<file path="src/design/jet_pkg.sv">
package jet_pkg;

  localparam int FRAC_BITS_DEF = 28;

  localparam logic signed [31:0] C_REAL_RST    = 32'sd0;
  localparam logic signed [31:0] C_IMAG_RST    = 32'sd0;
  localparam logic [2:0]         RADIUS_RST    = 3'd2;
  localparam logic [15:0]        MAX_ITER_RST  = 16'd5000;

  typedef enum logic [1:0] {
    CFG_C_REAL   = 2'd0,
    CFG_C_IMAG   = 2'd1,
    CFG_RADIUS   = 2'd2,
    CFG_MAX_ITER = 2'd3
  } cfg_idx_t;

  typedef struct packed {
    logic signed [31:0] z_real;
    logic signed [31:0] z_imag;
  } in_t;

  typedef struct packed {
    logic [15:0] escape_count;
    logic [4:0]  shade_level;
  } out_t;

  typedef struct packed {
    logic signed [31:0] c_real;
    logic signed [31:0] c_imag;
    logic [2:0]         escape_radius;
    logic [15:0]        max_iterations;
  } cfg_t;

  typedef enum logic [1:0] {
    ST_IDLE = 2'd0,
    ST_MUL  = 2'd1,
    ST_EVAL = 2'd2
  } state_t;

  // controller -> datapath
  typedef struct packed {
    logic load;
    logic mul;
    logic step;
    logic finish;
  } cmd_t;

  // datapath -> controller
  typedef struct packed {
    logic escaped;
    logic at_limit;
  } status_t;

  function automatic logic signed [31:0] sat32(input logic signed [63:0] v);
    logic signed [31:0] res;
    if (v > 64'sd2147483647) begin
      res = 32'sh7fffffff;
    end else if (v < -64'sd2147483648) begin
      res = 32'sh80000000;
    end else begin
      res = v[31:0];
    end
    return res;
  endfunction

  // floor(log2(count + 1))
  function automatic logic [4:0] shade_of(input logic [15:0] count);
    logic [16:0] t;
    logic [4:0]  res;
    t   = {1'b0, count} + 17'd1;
    res = 5'd0;
    for (int i = 0; i < 17; i++) begin
      if (t[i]) begin
        res = 5'(i);
      end
    end
    return res;
  endfunction

endpackage

</file>
<file path="src/design/jet_ctrl.sv">
module jet_ctrl (
  input  logic              clk,
  input  logic              rst_n,
  input  logic              start,
  output logic              busy,
  input  jet_pkg::status_t  status_i,
  output jet_pkg::cmd_t     cmd_o
);
  import jet_pkg::*;

  state_t state_r, state_nxt;

  always_ff @(posedge clk) begin
    if (!rst_n) begin
      state_r <= ST_IDLE;
    end else begin
      state_r <= state_nxt;
    end
  end

  always_comb begin
    state_nxt = state_r;
    case (state_r)
      ST_IDLE: begin
        if (start) state_nxt = ST_MUL;
      end
      ST_MUL: state_nxt = ST_EVAL;
      ST_EVAL: begin
        if (status_i.escaped || status_i.at_limit) state_nxt = ST_IDLE;
        else state_nxt = ST_MUL;
      end
      default: state_nxt = ST_IDLE;
    endcase
  end

  always_comb begin
    cmd_o = '0;
    busy  = 1'b1;
    case (state_r)
      ST_IDLE: begin
        busy       = 1'b0;
        cmd_o.load = start;
      end
      ST_MUL: cmd_o.mul = 1'b1;
      ST_EVAL: begin
        if (status_i.escaped || status_i.at_limit) cmd_o.finish = 1'b1;
        else cmd_o.step = 1'b1;
      end
      default: busy = 1'b0;
    endcase
  end

endmodule

</file>
<file path="config.mk">
export PLATFORM = sky130hd
export DESIGN_NAME = jet_ctrl
export DESIGN_NICKNAME = d
export VERILOG_FILES = /design/src/design/jet_pkg.sv /design/src/design/jet_ctrl.sv
export SDC_FILE = /design/constraint.sdc
export NUM_CORES = 1
export LEC_CHECK = 0
export ABC_AREA = 1
export BUFFER_PORTS_ARGS = -buffer_cell sky130_fd_sc_hd__buf_2
export CAP_MARGIN = 5
export CORE_AREA = 5 5 42 44
export DETAILED_ROUTE_END_ITERATION = 8
export DIE_AREA = 0 0 47 49
export GPL_TIMING_DRIVEN = 1
export PLACE_DENSITY_LB_ADDON = 0.08
export SETUP_SLACK_MARGIN = 0.2
export SLEW_MARGIN = 30
export SYNTH_ARGS = -nofsm -noshare
export SYNTH_HDL_FRONTEND = slang
export SYNTH_SLANG_ARGS = --single-unit
</file>
<file path="constraint.sdc">
create_clock -name clk -period 2.9 [get_ports clk]
set_input_delay 0.145 -clock clk [delete_from_list [all_inputs] [get_ports clk]]
set_output_delay 0.145 -clock clk [all_outputs]
set_load 0.1 [all_outputs]
</file>
=== Yosys cells after proc, flatten, opt, wreduce, memory -nomap -nowiden ===
Index checks and enable logic that the tools add are counted.

* Logic and storage cells: 16
* Register bits after elaboration: 2

* Reduce and logical (&&, ||, !) cells: 3
* Multiplexer cells: 9
* Eq/ne operators: 3

{| class="wikitable"
|+ Operator list
! cell !! number
|-
| 1-bit 2-to-1 mux || 6
|-
| 2-bit case mux with 3 select lines || 1
|-
| 2-bit 2-to-1 mux || 2
|-
| 2-bit by 1-bit equality test with 1-bit output, second input constant || 1
|-
| 2-bit equality test, second input constant || 1
|-
| 2-bit logical NOT || 1
|-
| 2-bit != test, second input constant || 1
|-
| 2-bit OR reduction || 1
|-
| 1-bit logical OR || 1
|}

=== Logic depth before layout (Yosys ltp) ===
Gate-level depths: netlist (run 1).

* Word-level depth: 3
* Depth in mapped cells: 6

=== Least setup slack after synthesis (run 1) ===
Ideal clock, no wire load.

* Path type: flip-flop to output port
* From: register state_r[0]
* To: output cmd_o[1] (netlist bit)
* Buffers on the path: 0
* Stages on the path, launching flop included: 5
* Arrival: 2623 ps
* Setup slack: 132 ps
* Data required time: 2755 ps
* Cells stage by stage: dfxtp_1 inv_1 ha_1 inv_1 nor3_1

{| class="wikitable"
|+ RTL lines
! element !! RTL line !! RTL
|-
| start: declaration || jet_ctrl.sv:11 || <nowiki>state_t state_r, state_nxt;</nowiki>
|-
| start signal: assignment || jet_ctrl.sv:17 || <nowiki>state_r <= state_nxt;</nowiki>
|-
| end: declaration || jet_ctrl.sv:7 || <nowiki>output jet_pkg::cmd_t cmd_o</nowiki>
|}

==> insert_results.sql, run 1 <==
INSERT INTO impl_metrics (metric_group, metric, value, unit) VALUES
('status', 'outcome', 'complete, no violations', ''),
('synth', 'synth_fp_nets', '34', ''),
('floorplan', 'initial_utilization', '12.3', '%'),
('routing', 'vias', '186', ''),
('placed_design', 'routabilityCongestion', '0.701', ''),
('routing', 'initialDrtViolationCount', '2', ''),
('timing', 'unrepaired_setup_endpoints_after_global_routing', 'false', ''),
('timing', 'max_clock_freq', '0.640', 'GHz'),
('routing', 'route.detailed.drc', '0', ''),
('global_routing', 'antenna_found_initial', '0', ''),
('global_routing', 'gr-usage-all-layers', '5.34', '%'),
('routing', 'detailedRoute.firstPassIterationCount', '2', ''),
('power', 'part_of_the_total_power_dissipated_in_sequential_elements', '14.2', '%'),
('clock_tree', 'postCtsResizedCells', '0', ''),
('clock_tree', 'clockBufferDepth', '2', ''),
('setup_path', 'crit_path_start_kind', 'register', ''),
('synth', 'yosys.area.top_type_share', '29.0', '%'),
('synth', 'synth_area_leaders', 'sky130_fd_sc_hd__ha_1, sky130_fd_sc_hd__dfxtp_1, sky130_fd_sc_hd__inv_1, sky130_fd_sc_hd__nor2_1, sky130_fd_sc_hd__nand2_1', ''),
('clock_tree', 'cts-buffers-inserted', '3', ''),
('placed_design', 'dp_slack', '1.56', 'ns'),
('setup_path', 'timing_worst_setup_path_type', 'register to output pin', ''),
('setup_path', 'critical_path.max_fanout', '5', ''),
('finish', 'largest_registers', 'state_r: 2 flops', ''),
('routing', 'routed_wire_length_per_instance', '8.29', 'µm'),
('timing', 'min_period_over_period', '53.9', '%'),
('floorplan', 'floorplan.rows', '14', ''),
('clock_tree', 'cts.sinks', '2', ''),
('synth', 'netlist.top_cell.by_area', 'sky130_fd_sc_hd__ha_1', ''),
('clock_tree', 'clock_latency', '0.22', 'ns'),
('timing', 'report.final.slew_viol_count', '0', ''),
('finish', 'utilization', '18.4', '%'),
('global_routing', 'grt_first_pass_wirelength', '814', 'µm'),
('floorplan', 'placeableCoreArea', '1400', 'µm²'),
('clock_tree', 'post_cts_buffers', '0', ''),
('synth', 'yosysWarningCount', '0', ''),
('clock_tree', 'cts_hold_repair.buffers', '0', ''),
('floorplan', 'io-pin-count', '10', ''),
('global_routing', 'number_of_global_route_vias_before_repair', '211', ''),
('floorplan', 'fp.dieH', '49', 'µm'),
('setup_path', 'timing.critical_path.to_type', 'output pin', ''),
('finish', 'largest_register_ff_count', '2', ''),
('timing', 'max_slew_headroom_at_the_worst_pin', '67.7', '%'),
('routing', 'antenna_left', '0', ''),
('finish', 'drive_above_1_share', '36.1', '%'),
('synth', 'distinct_cells_synth', '10', ''),
('synth', 'synth.ff_latch_count', '2', ''),
('synth', 'synth_cells', '25', ''),
('timing', 'clock_skew_after_layout', '0.000999', 'ns'),
('clock_tree', 'tritoncts', 'yes', ''),
('floorplan', 'die_area', '2300', 'µm²'),
('synth', 'yosysSeqAreaShare', '23.2', '%'),
('finish', 'antenna_cells', '0', ''),
('routing', 'route.detailed.vias_per_inst', '3.58', ''),
('clock_tree', 'clk_pin_slew_worst_setup_hold_paths', '0.03', 'ns'),
('finish', 'area_growth_syn_to_layout', '49.3', '%'),
('timing', 'setup_viol_count_final', '0', ''),
('synth', 'postSynthAreaPerCell', '6.91', 'µm²'),
('power', 'pwr_density_cell', '1080', 'nW/µm²'),
('global_routing', 'overflow', '0', ''),
('global_routing', 'grt_max_degree', '6', ''),
('placed_design', 'io_buffer_count', '9', ''),
('placed_design', 'place.detailed.hpwl', '375', 'µm'),
('clock_tree', 'clock_tree.htree_level_count', '1', ''),
('power', 'power.switching', '0.169', 'mW'),
('clock_tree', 'clockRootBuffer', 'sky130_fd_sc_hd__clkbuf_4', ''),
('setup_path', 'cp.required', '2.76', 'ns'),
('power', 'static-leakage-power', '0.146', 'nW'),
('finish', 'final_net_count', '47', ''),
('power', 'power_frac_comb', '63.8', '%'),
('synth', 'post_synth_instance_area', '173', 'µm²'),
('power', 'clock_power_share', '22.0', '%'),
('finish', 'regMostFlops', 'state_r', ''),
('flow_run', 'cap_violations', '0', ''),
('power', 'irDropWorstVdd', '0.000251', 'V'),
('timing', 'worst_pin_slew', '0.488', 'ns'),
('setup_path', 'timing.critical_path.arrival', '1.42', 'ns'),
('timing', 'tns', '0', 'ns'),
('floorplan', 'die_width', '47', 'µm'),
('power', 'power.internal', '0.109', 'mW'),
('routing', 'detailed_route_wl', '431', 'µm'),
('timing', 'layout_setup_ws', '1.34', 'ns'),
('hold_path', 'min_delay_worst_type', 'input pin to register', ''),
('timing', 'hold_violation_total_from_the_final_report', '0', ''),
('timing', 'final_period_minus_worst_setup_slack', '1.56', 'ns'),
('power', 'sw_frac_of_total', '60.7', '%');
## final timing paths
| path | cells past startpoint | slack [ns] | to | start |
|---|---|---|---|---|
| setup reg to reg | 5 | 1.82 | state_r[1]$_SDFFE_PN0P_ | state_r[0]$_SDFFE_PN0P_ |
| hold / removal | 3 | 0.18 | state_r[0]$_SDFFE_PN0P_ | rst_n |
| setup / recovery | 5 | 1.34 | cmd_o[3] | state_r[0]$_SDFFE_PN0P_ |
| hold reg to reg | 2 | 0.58 | state_r[1]$_SDFFE_PN0P_ | state_r[1]$_SDFFE_PN0P_ |
## through the flow
stage | cells | cell area (µm²) | hold WS (ns) | power, mW
2_1_floorplan | 25 | 178 | 0.281 | 0.201
6_report | 52 | 258 | 0.184 | 0.278
5_1_grt | 52 | 258 | 0.173 | 0.301
3_3_place_gp | 49 | 235 | 0.420 | 0.220
3_5_place_dp | 49 | 235 | 0.418 | 0.219
4_1_cts | 52 | 258 | 0.177 | 0.285
## worst max-delay path: stages (launching register included)
cell,delay (ns)
sky130_fd_sc_hd__dfxtp_1,0.31
sky130_fd_sc_hd__inv_1,0.10
sky130_fd_sc_hd__ha_1,0.25
sky130_fd_sc_hd__nand2_1,0.07
sky130_fd_sc_hd__inv_1,0.05
sky130_fd_sc_hd__buf_2,0.41
## logic make-up after synthesis
group | after synthesis | share of synthesized area, %
fa+ha+maj | 4 | 29.0
buf+inv | 6 | 15.2
simple gates | 10 | 23.9
compound gates | 3 | 8.69
flops | 2 | 23.2
## synthesized netlist by cell type
| cell | number |
|---|---|
| sky130_fd_sc_hd__nor3_1 | 1 |
| sky130_fd_sc_hd__nand3_1 | 2 |
| sky130_fd_sc_hd__buf_4 | 1 |
| sky130_fd_sc_hd__dfxtp_1 | 2 |
| sky130_fd_sc_hd__inv_1 | 5 |
| sky130_fd_sc_hd__a21oi_1 | 2 |
| sky130_fd_sc_hd__nor2_1 | 4 |
| sky130_fd_sc_hd__ha_1 | 4 |
| sky130_fd_sc_hd__nand2_1 | 3 |
| sky130_fd_sc_hd__o21ai_0 | 1 |
## placed cells by master (no fill, tap or decap), drive strengths merged
cell,n
inv,5
a21oi,2
nand2,3
o21ai,1
nor3,1
dfxtp,2
ha,4
clkbuf,3
nand3,2
buf,9
nor2,4
## layout make-up
class / instances / area [µm²]
clock buffers: 3 / 22.5
fillers: 178 / 1140
inverters: 5 / 18.8
multi-input cells: 17 / 111
flip-flops and latches: 2 / 40.0
well taps: 16 / 20.0
repair buffers: 9 / 45.0
## layer usage
metal | up-vias | GRT usage (%) | routed length, µm
met3 | 0 | 3.69 | 49
met2 | 5 | 7.24 | 233
met5 | - | 0 | 0
li1 | 99 | - | -
met1 | 82 | 4.81 | 147
met4 | 0 | 5.53 | 0
## power by group through the flow
stage               Combinational [mW]  Sequential, mW  Clock, mW
global route                     0.189          0.0404     0.0724
floorplan                        0.162          0.0389          0
finish                           0.177          0.0396     0.0611
detailed placement               0.179          0.0402          0
CTS                              0.179          0.0398     0.0657
global placement                 0.180          0.0399          0
Power figures use the tool's default switching activity.
==> run 2, diff against run 1 <==
- ABC_AREA: 1 -> 0
- clock period: 2.9 -> 1.3 ns (I/O delays scaled with it)
==> insert_results.sql, run 2 <==
INSERT INTO impl_metrics (metric_group, metric, value, unit) VALUES
('status', 'outcome', 'complete, no violations', ''),
('finish', 'regMostFlops', 'state_r', ''),
('synth', 'yosys.area.top_type_share', '26.8', '%'),
('global_routing', 'number_of_global_route_vias_before_repair', '175', ''),
('power', 'static-leakage-power', '0.177', 'nW'),
('setup_path', 'reg2regPathDepth', '5', ''),
('setup_path', 'r2r_setup_slack', '0.12', 'ns'),
('placed_design', 'routabilityCongestion', '0.664', ''),
('clock_tree', 'cts-buffers-inserted', '3', ''),
('timing', 'unrepaired_setup_endpoints_after_global_routing', 'true', ''),
('synth', 'synth-main-ff-cell', 'sky130_fd_sc_hd__dfxtp_1', ''),
('setup_path', 'r2r-start', 'state_r[1]$_SDFFE_PN0P_', ''),
('synth', 'synth_most_common_cell', 'sky130_fd_sc_hd__ha_1', ''),
('clock_tree', 'clockBufferDepth', '2', ''),
('timing', 'clock_skew_after_layout', '0.00110', 'ns'),
('clock_tree', 'tritoncts', 'yes', ''),
('routing', 'route.detailed.drc', '0', ''),
('routing', 'vias', '167', ''),
('synth', 'ranking_of_synthesized_cells_by_instance_count', 'sky130_fd_sc_hd__ha_1, sky130_fd_sc_hd__dfxtp_1, sky130_fd_sc_hd__inv_1', ''),
('routing', 'routed_wire_length_per_instance', '9.73', 'µm'),
('setup_path', 'worst_r2r_endpoint', 'state_r[0]$_SDFFE_PN0P_', ''),
('power', 'pwr_density_cell', '1040', 'nW/µm²'),
('finish', 'drive_above_1_share', '78.1', '%'),
('clock_tree', 'cts_hold_repair.buffers', '0', ''),
('routing', 'detailedRoute.firstPassIterationCount', '1', ''),
('global_routing', 'grt_max_degree', '5', ''),
('floorplan', 'die_width', '47', 'µm'),
('setup_path', 'cp.required', '1.24', 'ns'),
('clock_tree', 'cts.sinks', '2', ''),
('global_routing', 'antenna_found_initial', '0', ''),
('hold_path', 'min_delay_worst_type', 'input pin to register', ''),
('clock_tree', 'clockRootBuffer', 'sky130_fd_sc_hd__clkbuf_4', ''),
('finish', 'antenna_cells', '0', ''),
('timing', 'final_period_minus_worst_setup_slack', '1.23', 'ns'),
('placed_design', 'dp_slack', '0.0192', 'ns'),
('hold_path', 'hold_depth', '2', ''),
('routing', 'route.detailed.vias_per_inst', '3.48', ''),
('synth', 'yosysSeqAreaShare', '21.5', '%'),
('placed_design', 'post-place-cells', '43', ''),
('synth', 'number_of_enable_flip_flop_cells_after_synthesis', '0', ''),
('setup_path', 'timing.critical_path.to_type', 'output pin', ''),
('floorplan', 'initial_utilization', '13.3', '%'),
('timing', 'worst_pin_slew', '0.192', 'ns'),
('setup_path', 'crit_path_start_kind', 'register', ''),
('global_routing', 'overflow', '0', ''),
('setup_path', 'timing_worst_setup_path_type', 'register to output pin', ''),
('timing', 'report.final.slew_viol_count', '0', ''),
('timing', 'max_slew_headroom_at_the_worst_pin', '87.2', '%'),
('timing', 'min_period_over_period', '94.8', '%'),
('floorplan', 'floorplan.rows', '14', ''),
('floorplan', 'io-pin-count', '10', ''),
('timing', 'max_clock_freq', '0.812', 'GHz'),
('placed_design', 'place.detailed.hpwl', '372', 'µm'),
('finish', 'utilization', '30.7', '%'),
('clock_tree', 'clk_pin_slew_worst_setup_hold_paths', '0.03', 'ns'),
('global_routing', 'grt_first_pass_wirelength', '738', 'µm'),
('finish', 'final_net_count', '43', ''),
('routing', 'antenna_left', '0', ''),
('synth', 'synth.ff_latch_count', '2', ''),
('synth', 'postSynthAreaPerCell', '9.81', 'µm²'),
('floorplan', 'die_area', '2300', 'µm²'),
('synth', 'synth_area_leaders', 'sky130_fd_sc_hd__ha_1, sky130_fd_sc_hd__dfxtp_1, sky130_fd_sc_hd__nor4b_2, sky130_fd_sc_hd__mux2i_1, sky130_fd_sc_hd__a21boi_1', ''),
('synth', 'post_synth_instance_area', '186', 'µm²'),
('hold_path', 'min-delay-start', 'rst_n', ''),
('clock_tree', 'clock_tree.htree_level_count', '1', ''),
('placed_design', 'io_buffer_count', '9', ''),
('finish', 'layout_common_cells', 'sky130_fd_sc_hd__buf_12, sky130_fd_sc_hd__buf_2, sky130_fd_sc_hd__ha_4, sky130_fd_sc_hd__clkbuf_4', ''),
('synth', 'distinct_cells_synth', '14', ''),
('synth', 'synth_cells', '19', ''),
('synth', 'netlist.top_cell.by_area', 'sky130_fd_sc_hd__ha_1', ''),
('synth', 'synth_fp_nets', '28', ''),
('setup_path', 'critical_path.max_fanout', '3', ''),
('finish', 'number_of_standard_cells_in_the_layout_taps_in_and_fillers_out', '48', ''),
('setup_path', 'cp-startpoint', 'state_r[0]$_SDFFE_PN0P_', ''),
('finish', 'largest_register_ff_count', '2', ''),
('clock_tree', 'clock_latency', '0.22', 'ns'),
('synth', 'fraction_of_registers_with_async_set_reset', '0', '%'),
('timing', 'setup_viol_count_final', '0', ''),
('timing', 'worst_hold_slack', '0.0766', 'ns'),
('routing', 'detailed_route_wl', '467', 'µm'),
('setup_path', 'timing.critical_path.arrival', '1.17', 'ns'),
('timing', 'layout_setup_ws', '0.0678', 'ns'),
('timing', 'hold_violation_total_from_the_final_report', '0', ''),
('routing', 'initialDrtViolationCount', '0', ''),
('floorplan', 'fp.dieH', '49', 'µm'),
('power', 'irDropWorstVdd', '0.000413', 'V'),
('finish', 'fillCellCount', '158', ''),
('timing', 'tns', '0', 'ns'),
('hold_path', 'timing.hold.worst_endpoint', 'state_r[1]$_SDFFE_PN0P_', ''),
('finish', 'largest_registers', 'state_r: 2 flops', ''),
('synth', 'yosysWarningCount', '0', ''),
('finish', 'layout_commonest_cell', 'sky130_fd_sc_hd__buf_12', ''),
('flow_run', 'cap_violations', '0', ''),
('floorplan', 'placeableCoreArea', '1400', 'µm²'),
('finish', 'area_growth_syn_to_layout', '131', '%'),
('global_routing', 'gr-usage-all-layers', '4.85', '%');
## run 2: logic make-up after synthesis
| group | synth area share (%) |
|---|---|
| compound gates | 12.1 |
| fa+ha+maj | 26.8 |
| buf+inv | 8.06 |
| flops | 21.5 |
| mux | 5.37 |
| simple gates | 26.2 |
## run 2: report_power, final
group	switching, mW	internal [mW]
logic	0.143	0.101
registers	0.00715	0.0664
clock network	0.0303	0.101
## run 2: final cells by class
class / count / area (µm²) / area share [%]
sequential: 2 / 47.5 / 11.0
tap: 16 / 20.0 / 4.65
clock buffer: 3 / 22.5 / 5.23
inverter: 2 / 12.5 / 2.91
multi-input combinational: 14 / 189 / 43.9
timing repair buffer: 11 / 139 / 32.3
## run 2: through the flow
| step | instance area, µm² | power [mW] |
|---|---|---|
| final | 430 | 0.449 |
| after global routing | 430 | 0.483 |
| after CTS | 412 | 0.451 |
| after detailed placement | 347 | 0.288 |
| after global placement | 347 | 0.288 |
| after floorplan | 214 | 0.216 |
## run 2: metal layers
| layer | wire [µm] | vias to the layer above | GRT usage, % |
|---|---|---|---|
| met5 | 0 | - | 0 |
| met3 | 62 | 0 | 1.48 |
| li1 | - | 90 | - |
| met4 | 0 | 0 | 5.53 |
| met1 | 159 | 69 | 4.80 |
| met2 | 245 | 8 | 7.01 |
## run 2: worst max path at each step
stage	to	slack (ns)	cells after the start
final	cmd_o[1]	0.07	4
after global routing	cmd_o[1]	0.003	4
after CTS	cmd_o[1]	0.04	4
after detailed placement	state_r[0]$_SDFFE_PN0P_	0.02	5
after global placement	state_r[0]$_SDFFE_PN0P_	0.05	5
after floorplan	cmd_o[1]	-0.11	3
## run 2: repair_timing
item | 4_1_cts | 5_1_grt
gates resized for setup | 9 | 2
setup endpoints to repair | 7 | 7
pin swaps | 4 | 4
buffers inserted | 1 | 1
## run 2: critical path: stages, from the launching register on
cell and delay, ns:
sky130_fd_sc_hd__dfxtp_4 0.34, sky130_fd_sc_hd__inv_4 0.07, sky130_fd_sc_hd__ha_4 0.13, sky130_fd_sc_hd__nor3b_4 0.21, sky130_fd_sc_hd__buf_12 0.20
==> run 3, diff against run 2 <==
- SETUP_SLACK_MARGIN: 0.2 -> 0.02
==> insert_results.sql, run 3 (same netlist as run 2, synthesis figures left out) <==
INSERT INTO impl_metrics (metric_group, metric, value, unit) VALUES
('power', 'irDropWorstVdd', '0.000403', 'V'),
('setup_path', 'slowest_delay', '0.33', 'ns'),
('routing', 'vias', '170', ''),
('finish', 'number_of_standard_cells_in_the_layout_taps_in_and_fillers_out', '46', ''),
('clock_tree', 'clockRootBuffer', 'sky130_fd_sc_hd__clkbuf_4', ''),
('status', 'outcome', 'complete, no violations', ''),
('setup_path', 'crit_path_start_kind', 'register', ''),
('power', 'total_power', '0.427', 'mW'),
('floorplan', 'initial_utilization', '13.3', '%'),
('finish', 'regMostFlops', 'state_r', ''),
('flow_run', 'cap_violations', '0', ''),
('clock_tree', 'cts-buffers-inserted', '3', ''),
('placed_design', 'post-place-cells', '43', ''),
('finish', 'antenna_cells', '0', ''),
('routing', 'route.detailed.vias_per_inst', '3.70', ''),
('global_routing', 'antenna_found_initial', '0', ''),
('setup_path', 'crit_slowest_cell', 'sky130_fd_sc_hd__dfxtp_2', ''),
('global_routing', 'grt_first_pass_wirelength', '717', 'µm'),
('setup_path', 'critical_path.max_fanout', '3', ''),
('clock_tree', 'clk_pin_slew_worst_setup_hold_paths', '0.03', 'ns'),
('finish', 'layout_commonest_cell', 'sky130_fd_sc_hd__buf_12', ''),
('finish', 'largest_registers', 'state_r: 2 flops', ''),
('timing', 'worst_hold_slack', '0.0756', 'ns'),
('clock_tree', 'clock_latency', '0.22', 'ns'),
('setup_path', 'r2r_setup_slack', '0.14', 'ns'),
('hold_path', 'min-delay-start', 'rst_n', ''),
('placed_design', 'place.detailed.hpwl', '352', 'µm'),
('routing', 'detailed_route_wl', '411', 'µm'),
('placed_design', 'routabilityCongestion', '0.664', ''),
('routing', 'antenna_left', '0', ''),
('finish', 'largest_register_ff_count', '2', ''),
('clock_tree', 'tritoncts', 'yes', ''),
('routing', 'detailedRoute.firstPassIterationCount', '1', ''),
('finish', 'final_net_count', '41', ''),
('finish', 'stdcell_area', '387', 'µm²'),
('finish', 'layout_common_cells', 'sky130_fd_sc_hd__buf_12, sky130_fd_sc_hd__buf_2, sky130_fd_sc_hd__clkbuf_4, sky130_fd_sc_hd__ha_4, sky130_fd_sc_hd__ha_1', ''),
('global_routing', 'number_of_global_route_vias_before_repair', '181', ''),
('floorplan', 'floorplan.rows', '14', ''),
('routing', 'initialDrtViolationCount', '0', ''),
('placed_design', 'postPlaceCellArea', '347', 'µm²'),
('timing', 'max_slew_headroom_at_the_worst_pin', '87.3', '%'),
('timing', 'clock_skew_after_layout', '0.000367', 'ns'),
('hold_path', 'timing.hold.worst_endpoint', 'state_r[1]$_SDFFE_PN0P_', ''),
('routing', 'routed_wire_length_per_instance', '8.93', 'µm'),
('finish', 'area_growth_syn_to_layout', '107', '%'),
('clock_tree', 'clockBufferDepth', '2', ''),
('clock_tree', 'post_cts_buffers', '0', ''),
('global_routing', 'grt_max_degree', '5', ''),
('power', 'pwr_density_cell', '1100', 'nW/µm²'),
('setup_path', 'timing.critical_path.arrival', '1.18', 'ns'),
('timing', 'hold_violation_total_from_the_final_report', '0', ''),
('finish', 'utilization', '27.6', '%'),
('finish', 'drive_above_1_share', '66.7', '%'),
('power', 'static-leakage-power', '0.157', 'nW'),
('timing', 'setup_viol_count_final', '0', ''),
('setup_path', 'cp.required', '1.24', 'ns'),
('setup_path', 'worst_r2r_endpoint', 'state_r[0]$_SDFFE_PN0P_', ''),
('setup_path', 'timing.critical_path.cells', 'inv_4 > ha_4 > nor3b_4 > buf_12', ''),
('global_routing', 'gr-usage-all-layers', '4.79', '%'),
('hold_path', 'min_delay_worst_type', 'input pin to register', ''),
('hold_path', 'hold_depth', '2', ''),
('clock_tree', 'cts.sinks', '2', ''),
('timing', 'final_period_minus_worst_setup_slack', '1.24', 'ns'),
('timing', 'report.final.slew_viol_count', '0', ''),
('global_routing', 'overflow', '0', ''),
('floorplan', 'fp.dieH', '49', 'µm'),
('setup_path', 'timing.critical_path.to_type', 'output pin', ''),
('floorplan', 'die_width', '47', 'µm'),
('timing', 'min_period_over_period', '95.4', '%'),
('clock_tree', 'clock_tree.htree_level_count', '1', ''),
('floorplan', 'die_area', '2300', 'µm²'),
('placed_design', 'io_buffer_count', '9', ''),
('setup_path', 'timing_worst_setup_path_type', 'register to output pin', ''),
('timing', 'max_clock_freq', '0.806', 'GHz'),
('timing', 'unrepaired_setup_endpoints_after_global_routing', 'true', ''),
('floorplan', 'io-pin-count', '10', ''),
('floorplan', 'placeableCoreArea', '1400', 'µm²'),
('timing', 'worst_pin_slew', '0.191', 'ns'),
('setup_path', 'reg2regPathDepth', '5', ''),
('routing', 'route.detailed.drc', '0', ''),
('setup_path', 'r2r-start', 'state_r[1]$_SDFFE_PN0P_', '');
-- run 3: changes by cell type in the layout (fill, tap and decap cells not counted) --
cell,before,now
sky130_fd_sc_hd__buf_4,1,0
sky130_fd_sc_hd__buf_6,1,0
sky130_fd_sc_hd__dfxtp_2,0,1
sky130_fd_sc_hd__dfxtp_4,2,1
sky130_fd_sc_hd__ha_1,1,2
sky130_fd_sc_hd__ha_4,3,2
sky130_fd_sc_hd__inv_1,0,1
sky130_fd_sc_hd__inv_4,2,1
sky130_fd_sc_hd__nand2b_1,0,1
sky130_fd_sc_hd__nand2b_4,1,0
-- run 3: through the flow --
stage          setup WS (ns)  setup TNS, ns
6_report              0.0596              0
3_5_place_dp          0.0723              0
2_1_floorplan         -0.106         -0.118
4_1_cts               0.0356              0
3_3_place_gp          0.0506              0
5_1_grt             -0.00762       -0.00762
-- run 3: critical path: cells and delay by family (launching register included) --
| family | cells | cell delay [ns] |
|---|---|---|
| flip-flops | 1 | 0.33 |
| adder cells (fa/ha/maj) | 1 | 0.13 |
| buffers and inverters | 2 | 0.28 |
| AND/OR/NAND/NOR | 1 | 0.21 |
-- run 3: worst max-delay path by stage --
stage,start,to,depth (start not counted)
finish,state_r[0]$_SDFFE_PN0P_,cmd_o[1],4
global route,state_r[0]$_SDFFE_PN0P_,cmd_o[1],4
CTS,state_r[1]$_SDFFE_PN0P_,cmd_o[3],4
detailed placement,state_r[1]$_SDFFE_PN0P_,state_r[0]$_SDFFE_PN0P_,5
global placement,state_r[1]$_SDFFE_PN0P_,state_r[0]$_SDFFE_PN0P_,5
floorplan,state_r[0]$_SDFFE_PN0P_,cmd_o[1],3
-- run 3: metal layers --
metal	part of all wire [%]	vias to the layer above	track usage, %
li1	-	85	-
met4	0	0	6.91
met1	36	77	4.82
met3	16	0	1.48
met5	0	-	0
met2	48	8	6.11
-- run 3: final cells by class --
type | instances | area (µm²)
Sequential cell | 2 | 45.0
Tap cell | 16 | 20.0
Timing Repair Buffer | 9 | 120
Inverter | 2 | 10.0
Clock buffer | 3 | 22.5
Fill cell | 154 | 1010
Multi-Input combinational cell | 14 | 169
-- run 3: timing repair --
action                                  CTS  global route
hold endpoints to repair                  0             0
hold buffers                              0             0
pin swaps                                 0             1
endpoints found under the setup margin    1             2
gates resized for setup                   2             2
-- run 3: power breakdown --
| part | internal, mW | leakage [nW] | switching [mW] |
|---|---|---|---|
| logic | 0.0843 | 0.126 | 0.135 |
| clock network | 0.101 | 0.0138 | 0.0319 |
| registers | 0.0670 | 0.0175 | 0.00689 |
| total | 0.253 | 0.157 | 0.174 |
